## config.mk

```make
export PLATFORM = sky130hd
export DESIGN_NAME = serial_card_with_tape_gating
export DESIGN_NICKNAME = d
export VERILOG_FILES = /design/src/rtl/core/sctg_pkg.sv /design/src/rtl/core/sctg_step.sv /design/src/rtl/core/serial_card_with_tape_gating.sv
export SDC_FILE = /design/constraint.sdc
export NUM_CORES = 1
export LEC_CHECK = 0
export ABC_CLOCK_PERIOD_IN_PS = 2830
export BUFFER_PORTS_ARGS = -buffer_cell sky130_fd_sc_hd__buf_2
export CAP_MARGIN = 10
export CORE_MARGIN = 3
export CORE_UTILIZATION = 40
export DETAILED_ROUTE_END_ITERATION = 16
export GPL_TIMING_DRIVEN = 1
export SLEW_MARGIN = 5
export SYNTH_ARGS = -nofsm -noshare
export SYNTH_HDL_FRONTEND = slang
export SYNTH_HIERARCHICAL = 1
export SYNTH_SLANG_ARGS = --single-unit
```

## constraint.sdc

```tcl
create_clock -name clk -period 2.83 [get_ports clk]
set_input_delay 0.4245 -clock clk [delete_from_list [all_inputs] [get_ports clk]]
set_output_delay 0.4245 -clock clk [all_outputs]
set_load 0.005 [all_outputs]
```

## src/rtl/core/sctg_pkg.sv

```systemverilog
`timescale 1ns / 1ps
// ----------------------------------------------------------------------------
// sctg_pkg
// Shared types, codes and helpers of the serial card with tape gating.
// ----------------------------------------------------------------------------
package sctg_pkg;

    // Command codes.
    localparam logic [1:0] CMD_READ  = 2'd0;
    localparam logic [1:0] CMD_WRITE = 2'd1;
    localparam logic [1:0] CMD_KEY   = 2'd2;

    // Port codes.
    localparam logic [1:0] PORT_STATUS_LO = 2'd0;
    localparam logic [1:0] PORT_DATA_LO   = 2'd1;
    localparam logic [1:0] PORT_STATUS_HI = 2'd2;
    localparam logic [1:0] PORT_DATA_HI   = 2'd3;

    // Configuration register indexes.
    localparam logic CFG_READER_ATTACHED = 1'b0;
    localparam logic CFG_PUNCH_ATTACHED  = 1'b1;

    // Special byte values.
    localparam logic [7:0] STATUS_RESET_CMD = 8'h03;
    localparam logic [7:0] CHAR_DC1         = 8'h11;
    localparam logic [7:0] CHAR_DC2         = 8'h12;
    localparam logic [7:0] CHAR_DC3         = 8'h13;
    localparam logic [7:0] CHAR_DC4         = 8'h14;

    // Stream widths.
    localparam int IN_TDATA_W  = 24;
    localparam int IN_TUSER_W  = 4;
    localparam int OUT_TDATA_W = 32;

    typedef struct packed {
        logic [1:0] command;
        logic [1:0] port;
        logic [7:0] data;
        logic [7:0] tape_byte;
        logic       tape_empty;
    } item_t;

    typedef struct packed {
        logic [7:0] read_data;
        logic       console_valid;
        logic [7:0] console_char;
        logic       punch_valid;
        logic [7:0] punch_char;
        logic       tape_advance;
    } result_t;

    // Status registers only ever hold 0x02 or 0x03, so only RXF is kept.
    // last_status only ever holds 0x00, 0x02 or 0x03, so two bits suffice.
    typedef struct packed {
        logic       console_rxf;
        logic [7:0] console_buffer;
        logic       reader_rxf;
        logic       reader_enabled;
        logic       punch_enabled;
        logic [7:0] last_data;
        logic [1:0] last_status;
        logic       tape_exhausted;
    } state_t;

    typedef struct packed {
        logic reader_attached;
        logic punch_attached;
    } cfg_t;

    function automatic logic is_printed(input logic [7:0] c);
        return (c inside {[8'h20:8'h7E], 8'h0D, 8'h0A});
    endfunction

    function automatic logic [7:0] status_byte(input logic rxf);
        return {6'b0, 1'b1, rxf};
    endfunction

endpackage

```

## src/rtl/core/sctg_step.sv

```systemverilog
`timescale 1ns / 1ps
// ----------------------------------------------------------------------------
// sctg_step
// Next-state and result logic for one request against the card state.
// ----------------------------------------------------------------------------
module sctg_step
    import sctg_pkg::*;
(
    input  state_t  cur,
    input  cfg_t    cfg,
    input  item_t   item,
    output state_t  nxt,
    output result_t res
);

    always_comb
    begin
        nxt = cur;
        res = '0;
        case (item.command)
            CMD_READ:
            begin
                case (item.port)
                    PORT_STATUS_LO:
                    begin
                        if (cur.reader_enabled)
                        begin
                            nxt.reader_rxf  = cfg.reader_attached && !cur.tape_exhausted;
                            nxt.last_status = {1'b1, nxt.reader_rxf};
                        end
                        else
                        begin
                            nxt.last_status = {1'b1, cur.console_rxf};
                        end
                        res.read_data = {6'b0, nxt.last_status};
                    end
                    PORT_DATA_LO:
                    begin
                        if (cur.reader_enabled)
                        begin
                            if (!cfg.reader_attached)
                            begin
                                res.read_data = 8'h00;
                            end
                            else if (!cur.reader_rxf)
                            begin
                                res.read_data = cur.last_data;
                            end
                            else if (item.tape_empty || cur.tape_exhausted)
                            begin
                                nxt.reader_rxf     = 1'b0;
                                nxt.tape_exhausted = 1'b1;
                                nxt.last_data      = 8'h00;
                            end
                            else
                            begin
                                nxt.last_data    = item.tape_byte;
                                nxt.reader_rxf   = 1'b0;
                                res.tape_advance = 1'b1;
                                res.read_data    = item.tape_byte;
                            end
                        end
                        else
                        begin
                            nxt.console_rxf = 1'b0;
                            nxt.last_data   = cur.console_buffer;
                            res.read_data   = cur.console_buffer;
                        end
                    end
                    PORT_STATUS_HI:
                    begin
                        res.read_data = {6'b0, cur.last_status};
                    end
                    default:
                    begin
                        res.read_data = cur.last_data;
                    end
                endcase
            end
            CMD_WRITE:
            begin
                case (item.port)
                    PORT_STATUS_LO:
                    begin
                        if (item.data == STATUS_RESET_CMD)
                        begin
                            nxt.console_rxf    = 1'b0;
                            nxt.console_buffer = 8'h00;
                            nxt.reader_rxf     = 1'b0;
                        end
                        nxt.last_status = 2'b00;
                    end
                    PORT_DATA_LO:
                    begin
                        if (is_printed(item.data))
                        begin
                            res.console_valid = 1'b1;
                            res.console_char  = item.data;
                            if (cur.punch_enabled && cfg.punch_attached)
                            begin
                                res.punch_valid = 1'b1;
                                res.punch_char  = item.data;
                            end
                        end
                        else
                        begin
                            case (item.data)
                                CHAR_DC1:
                                begin
                                    nxt.reader_enabled = 1'b1;
                                    nxt.reader_rxf     = 1'b1;
                                end
                                CHAR_DC2: nxt.punch_enabled  = 1'b1;
                                CHAR_DC3: nxt.reader_enabled = 1'b0;
                                CHAR_DC4: nxt.punch_enabled  = 1'b0;
                                default:  ;
                            endcase
                        end
                        nxt.last_data = 8'h00;
                    end
                    default: ;
                endcase
            end
            CMD_KEY:
            begin
                nxt.console_buffer = item.data;
                nxt.console_rxf    = 1'b1;
            end
            default: ;
        endcase
    end

endmodule

```

## src/rtl/core/serial_card_with_tape_gating.sv

```systemverilog
`timescale 1ns / 1ps
// ----------------------------------------------------------------------------
// serial_card_with_tape_gating
// Serial card with console, tape reader and punch, one request per cycle unless the result stream stalls.
// ----------------------------------------------------------------------------
// The block takes one request per clock cycle on its slave stream, unless the
// master side stalls, and returns exactly one result per request on its master
// stream, in order. A request is captured in an input register; as it leaves
// that register the card state is updated and the result is loaded into the
// output register. The sustained rate, one request a cycle while unstalled, is
// set by the single pass of the state update logic. Back-pressure on the master
// side stalls the input register only once the output register is occupied and
// not taken. The user must write the two configuration registers (reader and
// punch media attached) through the plain write port while no request is in
// flight; the block does not enforce it. A reader write also clears end-of-tape.
module serial_card_with_tape_gating
    import sctg_pkg::*;
(
    input  logic                   clk,
    input  logic                   rst_n,
    // Request stream.
    input  logic                   s_tvalid,
    output logic                   s_tready,
    // Fields from bit 0: data[7:0], tape_byte[15:8], tape_empty[16], zeros.
    input  logic [IN_TDATA_W-1:0]  s_tdata,
    // Fields from bit 0: command[1:0], port[3:2].
    input  logic [IN_TUSER_W-1:0]  s_tuser,
    // Result stream.
    output logic                   m_tvalid,
    input  logic                   m_tready,
    // Fields from bit 0: read_data[7:0], console_valid[8], console_char[16:9],
    // punch_valid[17], punch_char[25:18], tape_advance[26], zeros.
    output logic [OUT_TDATA_W-1:0] m_tdata,
    // Configuration write port.
    input  logic                   cfg_we,
    input  logic                   cfg_index,
    input  logic                   cfg_data
);

    item_t   in_item_reg;
    logic    in_valid_reg;
    result_t res_reg;
    logic    out_valid_reg;
    state_t  state_reg;
    state_t  state_next;
    cfg_t    cfg_reg;
    state_t  step_state;
    result_t step_res;
    logic    advance;

    // The input register moves on whenever the output register is free or
    // is being emptied in this same cycle.
    assign advance  = in_valid_reg && (!out_valid_reg || m_tready);
    assign s_tready = !in_valid_reg || advance;

    sctg_step u_step
    (
        .cur  (state_reg),
        .cfg  (cfg_reg),
        .item (in_item_reg),
        .nxt  (step_state),
        .res  (step_res)
    );

    always_ff @(posedge clk or negedge rst_n)
    begin
        if (!rst_n)
        begin
            in_valid_reg <= 1'b0;
        end
        else if (s_tready)
        begin
            in_valid_reg <= s_tvalid;
        end
    end

    always_ff @(posedge clk)
    begin
        if (s_tvalid && s_tready)
        begin
            in_item_reg.data       <= s_tdata[7:0];
            in_item_reg.tape_byte  <= s_tdata[15:8];
            in_item_reg.tape_empty <= s_tdata[16];
            in_item_reg.command    <= s_tuser[1:0];
            in_item_reg.port       <= s_tuser[3:2];
        end
    end

    always_ff @(posedge clk or negedge rst_n)
    begin
        if (!rst_n)
        begin
            out_valid_reg <= 1'b0;
        end
        else if (advance)
        begin
            out_valid_reg <= 1'b1;
        end
        else if (m_tready)
        begin
            out_valid_reg <= 1'b0;
        end
    end

    always_ff @(posedge clk)
    begin
        if (advance)
        begin
            res_reg <= step_res;
        end
    end

    // The state follows the request leaving the input register. Configuration
    // writes are to arrive only while idle; the block does not enforce this.
    always_comb
    begin
        state_next = advance ? step_state : state_reg;
        if (cfg_we && (cfg_index == CFG_READER_ATTACHED))
        begin
            state_next.tape_exhausted = 1'b0;
        end
    end

    always_ff @(posedge clk or negedge rst_n)
    begin
        if (!rst_n)
        begin
            state_reg <= '0;
        end
        else
        begin
            state_reg <= state_next;
        end
    end

    always_ff @(posedge clk or negedge rst_n)
    begin
        if (!rst_n)
        begin
            cfg_reg <= '0;
        end
        else if (cfg_we)
        begin
            case (cfg_index)
                CFG_READER_ATTACHED: cfg_reg.reader_attached <= cfg_data;
                CFG_PUNCH_ATTACHED:  cfg_reg.punch_attached  <= cfg_data;
                default: ;
            endcase
        end
    end

    assign m_tvalid = out_valid_reg;
    assign m_tdata  = {5'b0, res_reg.tape_advance, res_reg.punch_char,
                       res_reg.punch_valid, res_reg.console_char,
                       res_reg.console_valid, res_reg.read_data};

`ifndef SYNTHESIS
    // The input side only stalls when both registers are full and blocked.
    a_stall_cause: assert property (@(posedge clk) disable iff (!rst_n)
        !s_tready |-> (in_valid_reg && out_valid_reg && !m_tready))
        else $error("input stalled without a blocked output");

    // A punched character is always echoed on the console.
    a_punch_echo: assert property (@(posedge clk) disable iff (!rst_n)
        (m_tvalid && res_reg.punch_valid) |->
            (res_reg.console_valid && (res_reg.punch_char == res_reg.console_char)))
        else $error("punch character without matching console character");

    // A tape byte handed out is the latched data while the result waits.
    a_tape_latch: assert property (@(posedge clk) disable iff (!rst_n)
        (m_tvalid && res_reg.tape_advance) |->
            (res_reg.read_data == state_reg.last_data))
        else $error("tape byte not latched as last data");

    // A stalled result leaves the card state untouched.
    a_state_hold: assert property (@(posedge clk) disable iff (!rst_n)
        (m_tvalid && !m_tready && !cfg_we) |=> $stable(state_reg))
        else $error("state changed while the result was stalled");
`endif

endmodule

```

---- Word-level counts from Yosys, hierarchy flattened ----
Index checks and enable logic that the tools add are counted.
W data, S select, Z words.
word-level totals
  register bits ........................... 75
  input port bits ......................... 35
  output and inout port bits .............. 34
  logic and storage cells ................. 137
cells by class
  order comparisons ....................... 2
  equal/unequal tests ..................... 26
  muxes and demuxes ....................... 42
  bitwise logic cells ..................... 2
  reduce and logical (&&, ||, !) cells .... 42
operators by type and width
  cell                  number
  $mux W8               8
  $eq A8 B5 Y1 const B  4
  $ne A3 B3 Y1 const B  8
  $pmux W8 S3           1
  $reduce_bool A2 Y1    12
  $pmux W10 S2          1
  $reduce_and A5 Y1     4
  $mux W1               18
  $mux W18              1
  $mux W9               2
  $eq A8 B4 Y1 const B  2
  $pmux W8 S2           1
  $reduce_and A4 Y1     3
  $mux W10              1
  $ne A2 B2 Y1 const B  5
  $pmux W1 S2           5
  $reduce_and A10 Y1    1
  $eq A8 B2 Y1 const B  1
  $ge A8 B6 Y1 const B  1
  $le A8 B7 Y1 const B  1
  $reduce_and A7 Y1     1
  $logic_and A1 B1 Y1   6
  $reduce_and A2 Y1     3
  $reduce_and A6 Y1     1
  13 further kinds      23

---- Depth between registers and ports, before layout ----
Gate-level depths: netlist of the first run.
  depth in word-level cells ............... 9
  depth in mapped cells ................... 7
  depth with buffers taken out ............ 7

---- Hierarchy ----
The synthesis of the first run kept the hierarchy.
by module, submodules not included
  module                        times used  cells an instance  area each (sq um)
  serial_card_with_tape_gating  1           119                2601.2
  sctg_step                     1           169                1132.3

---- Worst setup path before layout of the first run ----
OpenSTA, ideal clock, no wires.
  path type ............................... register to register
  from .................................... reg in_item_reg[17] in the netlist's numbering
  to ...................................... reg state_reg[14] in the netlist's numbering
  arrival time ............................ 1.598 ns
  data required time ...................... 2.705 ns
  slack ................................... 1.107 ns
  cell stages (with the launch flop) ...... 7
  clock period less this slack ............ 1.723 ns
  cell sequence ........................... edfxtp_1 buf_6 nor4b_1 a41o_1 nand2_2 a22o_2 mux2_4
on the way
  cells in the longest elaborated chain, start to end .. 3
ends and longest elaborated chain
  item                         line                                 text
  start: declaration           serial_card_with_tape_gating.sv:40   item_t in_item_reg;
  $logic_not A2 Y1             sctg_step.sv:82                      case (item.port)
  $ne A2 B2 Y1 (no line)       --
  $reduce_and A4 Y1 (no line)  --
  end signal: assignment       serial_card_with_tape_gating.sv:132  state_reg <= state_next;
  end: declaration             serial_card_with_tape_gating.sv:44   state_t state_reg;
No other way between the ends.
A chain may end at the register's enable or synchronous reset.

---- Worst setup path in the final report of the first run ----
  from .................................... reg in_item_reg[18] in the netlist's numbering
  to ...................................... reg state_reg[7] in the netlist's numbering
on the way
  cells in the longest elaborated chain, start to end .. 3
  elaborated cells between the ends (all ways) .. 4
ends and longest elaborated chain
  item                             line
  $eq A2 B1 Y1 (*)                 sctg_step.sv:23, sctg_step.sv:82
  $ne A2 B2 Y1 (no line)           --
  $reduce_and A5 Y1 (no line) (*)  --
Mark *: on every way between the ends. The rest lies on a longest branch, timed or not.

==> results of run 1 <==
==> routing by layer <==
metal  GRT usage, %  part of all wire [%]  vias to the layer above
li1               -                     -                     1181
met5              0                     0                        -
met2           24.4                    48                       83
met1           20.7                    46                     1196
met4           7.27                   2.1                        0
met3           3.11                   4.8                       15
==> Yosys cell counts (2+ instances only) <==
library cell	number	share of area, %
a21o_1	2	0.40
a21oi_1	8	1.1
a22o_1	13	3.0
a31o_2	4	0.94
a31oi_1	8	1.3
and2_1	15	2.5
and3b_1	2	0.47
buf_2	3	0.40
buf_4	7	1.4
buf_6	4	1.2
clkbuf_1	3	0.30
conb_1	2	0.20
dfrtp_1	27	18
edfxtp_1	48	39
ha_1	4	1.3
inv_1	12	1.2
mux2_2	6	1.8
mux2_4	18	7.2
mux2i_1	2	0.54
nand2_1	12	1.2
nand2b_1	6	1.0
nand3_1	3	0.40
nand3b_1	3	0.60
nor2_1	8	0.80
nor2b_1	10	1.7
nor3_1	3	0.40
nor4bb_1	2	0.54
o21ai_0	13	1.7
o21ba_2	4	1.1
o21bai_1	2	0.40
o221ai_1	2	0.47
o2bb2ai_1	6	1.4
==> how the worst max path moves through the flow <==
| stage | start | endpoint | slack, ns | cells past startpoint |
|---|---|---|---|---|
| 5_1_grt | in_item_reg[18] | state_reg[7] | 0.57 | 5 |
| 3_3_place_gp | in_item_reg[18] | state_reg[7] | 0.75 | 5 |
| 3_5_place_dp | in_item_reg[18] | state_reg[7] | 0.72 | 5 |
| 2_1_floorplan | in_item_reg[17] | state_reg[14] | 1.11 | 6 |
| 6_report | in_item_reg[18] | state_reg[7] | 0.68 | 5 |
| 4_1_cts | in_item_reg[18] | state_reg[7] | 0.72 | 5 |
==> through the flow <==
stage / hold slack, ns / instance area (um^2) / instances / utilization [%] / setup slack (ns)
6_report: 0.103 / 4310 / 458 / 48.5 / 0.684
5_1_grt: 0.143 / 4310 / 458 / 48.5 / 0.569
4_1_cts: 0.115 / 4310 / 458 / 48.5 / 0.715
3_5_place_dp: 0.509 / 4060 / 442 / 45.7 / 0.725
3_3_place_gp: 0.492 / 4060 / 442 / 45.7 / 0.750
2_1_floorplan: 0.129 / 3750 / 293 / - / 1.11
==> layout make-up <==
cell class	count	area (um^2)	area share, %
sequential	75	2120	49.1
multi-input combinational	188	1460	33.9
timing repair buffer	59	303	7.02
tap	108	135	3.13
clock buffer	9	124	2.87
clock inverter	7	124	2.87
inverter	12	45.0	1.04
==> kinds of logic after synthesis <==
kind of cell             after synthesis
AO/OA/AOI/OAI                         76
flip-flops                            75
other                                  2
multiplexers                          26
AND/OR/NAND/NOR                       75
buffers and inverters                 30
adder cells (fa/ha/maj)                4
==> report_power, final <==
group / leakage [nW] / internal (mW) / total (mW) / switching [mW]
Clock: 0.120 / 0.593 / 1.02 / 0.427
Combinational: 0.909 / 0.314 / 0.531 / 0.216
Sequential: 0.820 / 1.32 / 1.49 / 0.174
==> worst max-delay path: stages, from the launching register on <==
cell and delay [ns]:
edfxtp_1 0.64, nand3b_1 0.46, nand2_1 0.23, o21ai_1 0.17
a22o_1 0.28, mux2_4 0.26
==> impl_metrics.csv, run 1 <==
group,metric,value,unit
synthesis,synth_edf_count,48,
run,drv_cap,0,
synthesis,synth_xor_xnor_area_share,0,%
synthesis,muxShareOfSynthArea,9.58,%
worst_setup_path,crit_arrival,2.39,ns
worst_setup_path,start_kind,"flip-flop",
power_and_ir_drop,power_leakage,1.85,nW
global_routing,grt_pass1_wl,12200,um
timing,maxSlewHeadroom,53.3,%
worst_setup_path,worstReg2RegEnd,"state_reg[7]",
floorplanning,floorplan.die_area,0.0105,mm^2
route,ant_nets,0,
layout,mostFrequentLayoutCell,"buf_2",
worst_setup_path,r2r_start,"in_item_reg[18]",
power_and_ir_drop,powerDensity,706,mW/mm^2
clock_network,cts_made_buffers,9,
timing,hold_viol_final,0,
route,drc,0,
synthesis,synth-simple-area-share,12.3,%
route,first_iter_violations,139,
route,dr.pass1.iters,4,
clock_network,clockBufferDepth,2,
worst_hold_path,hp-class,"in2async",
timing,fin_worst_skew,0.00720,ns
worst_setup_path,required,3.08,ns
synthesis,ys_seq_area_share,56.7,%
timing,fin_setup_tns,0,ns
layout,drive_gt1_share,33.4,%
outcome,status,"finished clean",
worst_setup_path,r2r_cells,5,
global_routing,globalRouteTotalUtil,15.6,%
timing,fin_crit,2.15,ns
worst_setup_path,critPathMaxFanout,17,
layout,diodes,0,
clock_network,root_buffer,"clkbuf_8",
worst_setup_path,r2r_slack,0.68,ns
timing,min_period_over_period,75.8,%
power_and_ir_drop,power,3.04,mW
floorplanning,io-pin-count,69,
clock_network,clock_latency,0.36,ns
route,num_vias,2475,
global_routing,antenna_found_initial,0,
global_routing,overflow,0,
clock_network,ctsResizeCount,0,
synthesis,synthFlopType,"edfxtp_1",
floorplanning,num_rows,34,
power_and_ir_drop,vdd_drop_max,285,uV
route,wl,7650,um
synthesis,syn_inst,288,
worst_setup_path,critPathCaptureType,"flip-flop",
synthesis,ys_ff_latch,75,
layout,nFillCells,803,
synthesis,yosysWarnings,6,
synthesis,async_reset_ff_share,36.0,%
timing,rsz0062_at_grt,"no",
route,wl_per_cell,16.7,um
place,io_buffers,56,
floorplanning,chipHeight,103,um
synthesis,synth_cell_types,58,
timing,max_freq,466,MHz
synthesis,synthAdderAreaFrac,1.34,%
timing,drv_slew,0,
synthesis,synth_top_family_by_area,"compound AO/OA/AOI/OAI gates",
timing,setup_violations,0,
synthesis,syn_area,0.00373,mm^2
clock_network,cts_tree,"done",
route,vias_per_cell,5.40,
synthesis,synth_area_per_cell,13.0,um^2
floorplanning,start_util,42.0,%
layout,final_cell_mix,"buf_2 (56), edfxtp_1 (48), dfrtp_1 (27)",
floorplanning,core_area,0.00889,mm^2
place,dpl.hpwl,5170,um
timing,tightest_slew,0.700,ns
floorplanning,die_x,103,um
clock_network,clk_pin_slew_worst_paths,0.08,ns
layout,largest_reg_flops,27,
clock_network,cts_hold_buf,0,
place,place_congestion,0.861,
clock_network,cts_sinks,75,
layout,nets,384,
layout,area_growth,15.4,%
global_routing,grt_max_degree,28,
global_routing,grt_pass1_vias,2391,
clock_network,cts_htree_levels,3,
synthesis,synth_compound_area_share,15.2,%
worst_setup_path,crit_type,"reg2reg",
clock_network,cts_setup_buffers,0,
No activity file was read; power rests on OpenSTA's default activity.
==> inputs of run 2 (changes only) <==
ABC_AREA = 1   (was default)
ABC_CLOCK_PERIOD_IN_PS = 1700   (was 2830)
clock period = 1.7 ns   (was 2.83 ns; I/O delays follow)
==> run 2 against run 1 <==
First-iteration DRC count rose by 6.5%. Combinational power is 76% higher. Sequential power grew 64%. Count of clock-buffer cells in the layout is 1 higher. Fmax grew 38%. Cell area up 4.2%. Via count increased by 25%. Synthesized area rose by 2.6%. Routed wire length is 9.9% higher. Clock skew rose by 0.0055 ns.
==> impl_metrics.csv, run 2 <==
group,metric,value,unit
outcome,status,"finished clean",
timing,setup_violations,0,
synthesis,synth_edf_count,48,
clock_network,clock_latency,0.36,ns
synthesis,synth_cell_types,34,
clock_network,clk_pin_slew_worst_paths,0.09,ns
floorplanning,floorplan.die_area,0.0108,mm^2
clock_network,cts_htree_levels,3,
layout,drive_gt1_share,21.6,%
global_routing,grt_pass1_wl,13800,um
worst_setup_path,r2r_slack,0.14,ns
route,dr.pass1.iters,4,
worst_hold_path,hp-class,"in2reg",
global_routing,overflow,0,
power_and_ir_drop,power,4.75,mW
layout,nets,553,
place,pre_cts_slack,0.104,ns
floorplanning,start_util,41.3,%
route,drc,0,
synthesis,ys_seq_area_share,55.2,%
synthesis,syn_inst,445,
timing,maxSlewHeadroom,56.8,%
timing,hold_viol_final,0,
worst_setup_path,required,1.95,ns
layout,mostFrequentLayoutCell,"nand2_1",
clock_network,root_buffer,"clkbuf_8",
power_and_ir_drop,p_int,3.27,mW
power_and_ir_drop,power_leakage,2.22,nW
global_routing,globalRouteTotalUtil,16.0,%
power_and_ir_drop,clockPowerShare,28.8,%
power_and_ir_drop,power_frac_comb,19.7,%
timing,setup_ws,0.142,ns
worst_setup_path,crit_type,"reg2reg",
place,dpl.hpwl,5910,um
timing,max_freq,642,MHz
clock_network,clockBufferDepth,2,
worst_setup_path,critPathCaptureType,"flip-flop",
floorplanning,core_area,0.00928,mm^2
route,first_iter_violations,148,
layout,area_growth,17.2,%
power_and_ir_drop,switchingPower,1.47,mW
floorplanning,chipHeight,104,um
worst_setup_path,cp-endpoint,"state_reg[11]",
synthesis,synth_top_cell_area_share,37.6,%
worst_setup_path,worstReg2RegEnd,"state_reg[11]",
synthesis,yosysWarnings,6,
layout,final_area,0.00449,mm^2
power_and_ir_drop,vdd_drop_max,379,uV
worst_setup_path,r2r_start,"in_item_reg[20]",
timing,tightest_slew,0.649,ns
synthesis,yosysMostFrequentCell,"nand2_1",
synthesis,synth.top_cells.by_area,"edfxtp_1 (38%), nand2_1 (18%), dfrtp_1 (18%)",
layout,final_cell_mix,"nand2_1 (184), buf_2 (56), edfxtp_1 (48)",
clock_network,cts_made_buffers,9,
timing,drv_slew,0,
timing,rsz0062_at_grt,"no",
worst_setup_path,crit_arrival,1.81,ns
layout,nFillCells,936,
power_and_ir_drop,powerDensity,1060,mW/mm^2
place,io_buffers,56,
synthesis,synth_area_per_cell,8.61,um^2
route,wl_per_cell,13.0,um
timing,fin_setup_tns,0,ns
synthesis,async_reset_ff_share,36.0,%
worst_setup_path,start_kind,"flip-flop",
run,drv_cap,0,
synthesis,synth_top_area_cell,"edfxtp_1",
clock_network,cts_sinks,75,
route,num_vias,3084,
layout,diodes,0,
worst_setup_path,crit_start,"in_item_reg[20]",
route,wl,8410,um
power_and_ir_drop,seq_power_share,51.6,%
synthesis,syn_area,0.00383,mm^2
worst_setup_path,r2r_cells,9,
synthesis,ys_ff_latch,75,
floorplanning,die_x,104,um
timing,hold_ws,0.0644,ns
floorplanning,num_rows,35,
route,ant_nets,0,
route,vias_per_cell,4.76,
global_routing,antenna_found_initial,0,
worst_setup_path,critPathMaxFanout,3,
layout,largest_reg_flops,27,
timing,fin_worst_skew,0.0127,ns
global_routing,grt_pass1_vias,2908,
global_routing,grt_max_degree,32,
timing,fin_crit,1.56,ns
floorplanning,io-pin-count,69,
clock_network,cts_tree,"done",
place,dpl_cell_area,0.00427,mm^2
timing,min_period_over_period,91.7,%
synthesis,synthFlopType,"edfxtp_1",
power_and_ir_drop,switching_share,31.0,%
place,place_congestion,0.842,
synthesis,synth_common_cells,"nand2_1 (184), edfxtp_1 (48), inv_1 (39), nand3_1 (37), dfrtp_1 (27)",
-- run 2: layout make-up --
class	instances	area, um^2	share of cell area, %
multi-input cells	315	1440	32.0
repair buffers	71	420	9.36
well taps	129	161	3.59
inverters	42	160	3.57
flip-flops and latches	75	2120	47.1
clock inverters	6	66.3	1.48
clock buffers	10	128	2.84
-- run 2: worst max-delay path, stage by stage, from the launching register on --
cell and delay, ns:
edfxtp_1 0.42, inv_1 0.10, ha_1 0.22, nand3_1 0.09, nor2_1 0.17, nand2_1 0.08, o21ai_0 0.14, o21ai_0 0.11
nand2_1 0.07, nand2_1 0.04
-- run 2: kinds of logic after synthesis --
logic type / synth area share [%]
AND/OR/NAND/NOR: 29.8
buffers and inverters: 7.74
adder cells (fa/ha/maj): 1.31
AO/OA/AOI/OAI: 5.75
flip-flops: 55.2
other: 0.196
-- run 2: how the worst min path moves through the flow --
| stage | endpoint | cells after the start | startpoint | slack (ns) |
|---|---|---|---|---|
| 4_1_cts | in_item_reg[14] | 1 | s_tdata[5] | 0.05 |
| 2_1_floorplan | cfg_reg[0] | 0 | rst_n | -0.04 |
| 5_1_grt | in_item_reg[8] | 1 | s_tdata[15] | 0.06 |
| 6_report | in_item_reg[8] | 1 | s_tdata[15] | 0.06 |
| 3_5_place_dp | m_tvalid | 1 | rst_n | 0.33 |
| 3_3_place_gp | m_tvalid | 1 | rst_n | 0.33 |
-- run 2: what timing repair did --
item | CTS | global route
buffers inserted | 0 | 1
gates resized for setup | 0 | 1
setup endpoints to repair | 0 | 2
hold buffers | 1 | 0
hold endpoints to repair | 27 | 0
-- run 2: metrics by stage --
step	cells	utilization, %
CTS	647	48.2
global placement	630	46.0
detailed placement	630	46.0
global route	648	48.4
finish	648	48.4
floorplan	450	-
-- run 2: metal layers --
metal	part of all wire [%]	global-route usage (%)
met1	45	20.7
met2	48	26.5
met3	5.7	2.73
met4	1.9	7.03
met5	0	0
-- run 2: power groups by stage --
stage	clock, mW	sequential, mW	combinational [mW]
floorplan	0	2.44	0.650
global placement	0	2.47	0.903
detailed placement	0	2.48	0.926
CTS	1.40	2.45	0.933
global route	1.47	2.49	1.06
finish	1.37	2.45	0.934
==> inputs of run 3 (changes only) <==
ABC_CLOCK_PERIOD_IN_PS = 1910   (was 1700)
clock period = 1.91 ns   (was 1.7 ns; I/O delays follow)
==> run 3 against run 2 <==
Count of clock-buffer cells in the layout down 1. Routed wire length rose by 0.14%. Cell area fell by 0.50%. Critical path depth unchanged. Setup slack better by 0.16 ns. Register-to-register slack better by 0.16 ns. Combinational power down 12%. Cell count is 0.31% lower. Critical path type unchanged.
==> impl_metrics.csv, run 3 (same netlist as run 2, synthesis figures left out) <==
group,metric,value,unit
route,wl_per_cell,13.0,um
clock_network,clock_latency,0.36,ns
route,wl,8420,um
layout,drive_gt1_share,21.1,%
route,vias_per_cell,4.79,
clock_network,root_buffer,"clkbuf_8",
worst_setup_path,critPathMaxFanout,9,
floorplanning,core_area,0.00928,mm^2
route,drc,0,
floorplanning,start_util,41.3,%
timing,fin_worst_skew,0.00834,ns
layout,finish.utilization,48.1,%
layout,final_cell_mix,"nand2_1 (184), buf_2 (56), edfxtp_1 (48)",
timing,setup_violations,0,
layout,mostFrequentLayoutCell,"nand2_1",
timing,rsz0062_at_grt,"no",
layout,stdcell_count,646,
global_routing,grt_max_degree,28,
clock_network,clk_pin_slew_worst_paths,0.08,ns
place,io_buffers,56,
floorplanning,floorplan.die_area,0.0108,mm^2
layout,area_growth,16.6,%
global_routing,grt_pass1_wl,14000,um
timing,fin_crit,1.60,ns
place,place_congestion,0.861,
route,ant_nets,0,
worst_setup_path,crit_type,"reg2reg",
timing,tightest_slew,0.680,ns
layout,diodes,0,
timing,min_period_over_period,83.9,%
layout,nets,551,
place,dpl.cell_count,629,
floorplanning,num_rows,35,
clock_network,cts_tree,"done",
run,drv_cap,0,
floorplanning,io-pin-count,69,
timing,fin_setup_tns,0,ns
power_and_ir_drop,vdd_drop_max,357,uV
timing,drv_slew,0,
timing,maxSlewHeadroom,54.6,%
layout,nFillCells,925,
route,num_vias,3093,
timing,hold_viol_final,0,
outcome,status,"finished clean",
global_routing,grt_pass1_vias,2947,
clock_network,cts_made_buffers,9,
place,dpl.hpwl,5960,um
worst_setup_path,crit_arrival,1.85,ns
route,dr.pass1.iters,7,
worst_hold_path,hp-class,"in2reg",
global_routing,antenna_found_initial,0,
worst_setup_path,start_kind,"flip-flop",
global_routing,globalRouteTotalUtil,16.2,%
worst_setup_path,required,2.16,ns
clock_network,cts_htree_levels,3,
global_routing,overflow,0,
clock_network,cts_sinks,75,
floorplanning,die_x,104,um
power_and_ir_drop,powerDensity,952,mW/mm^2
clock_network,clockBufferDepth,2,
route,first_iter_violations,181,
floorplanning,chipHeight,104,um
worst_setup_path,critPathCaptureType,"flip-flop",
power_and_ir_drop,power_leakage,2.21,nW
clock_network,cts_setup_buffers,0,
layout,largest_reg_flops,27,
timing,max_freq,624,MHz
## run 3: layout make-up
cell class | count | area [um^2] | area share (%)
Sequential cell | 75 | 2120 | 47.4
Multi-Input combinational cell | 315 | 1440 | 32.2
Timing Repair Buffer | 69 | 393 | 8.79
Tap cell | 129 | 161 | 3.61
Inverter | 42 | 160 | 3.58
Clock buffer | 9 | 124 | 2.77
Clock inverter | 7 | 75.1 | 1.68
## run 3: worst paths after layout
check,to,cells after the start,slack (ns),start
min,in_item_reg[17],1,0.10,s_tuser[2]
min reg2reg,state_reg[1],2,0.51,state_reg[1]
max reg2reg,state_reg[9],9,0.31,in_item_reg[20]
min in group asynchronous,m_tvalid,2,0.50,rst_n
max in group asynchronous,state_reg[8],2,0.96,rst_n
max,state_reg[9],9,0.31,in_item_reg[20]
## run 3: layer usage
layer | share of wire, % | global-route usage [%] | vias up
met5 | 0 | 0 | -
met4 | 1.4 | 5.51 | 0
met3 | 6.4 | 3.79 | 13
met2 | 49 | 25.9 | 83
met1 | 43 | 21.9 | 1442
li1 | - | - | 1555
## run 3: stage by stage
| step | power, mW | worst slack [ns] | hold WS, ns | cell area, um^2 |
|---|---|---|---|---|
| finish | 4.25 | 0.307 | 0.103 | 4470 |
| global route | 4.51 | 0.100 | 0.0822 | 4470 |
| CTS | 4.29 | 0.322 | 0.0916 | 4470 |
| detailed placement | 3.03 | 0.347 | 0.370 | 4260 |
| global placement | 3.01 | 0.362 | 0.362 | 4260 |
| floorplan | 2.75 | 0.439 | -0.00909 | 3850 |
## run 3: power by group
group	switching, mW	internal [mW]
sequential	0.180	1.99
combinational	0.510	0.315
clock	0.645	0.613
total	1.33	2.92
## run 3: timing repair
item,4_1_cts,5_1_grt
resized for setup,0,0
endpoints found under the hold margin,27,0
hold buffers,1,0
## run 3: critical path, cell delays in order (launching register included)
cell      delay, ns
edfxtp_1       0.42
inv_1          0.10
ha_1           0.20
inv_1          0.13
nor2_8         0.22
nor2_4         0.10
o21ai_1        0.15
nand2_1        0.08
nand2_2        0.06
nand2_1        0.04
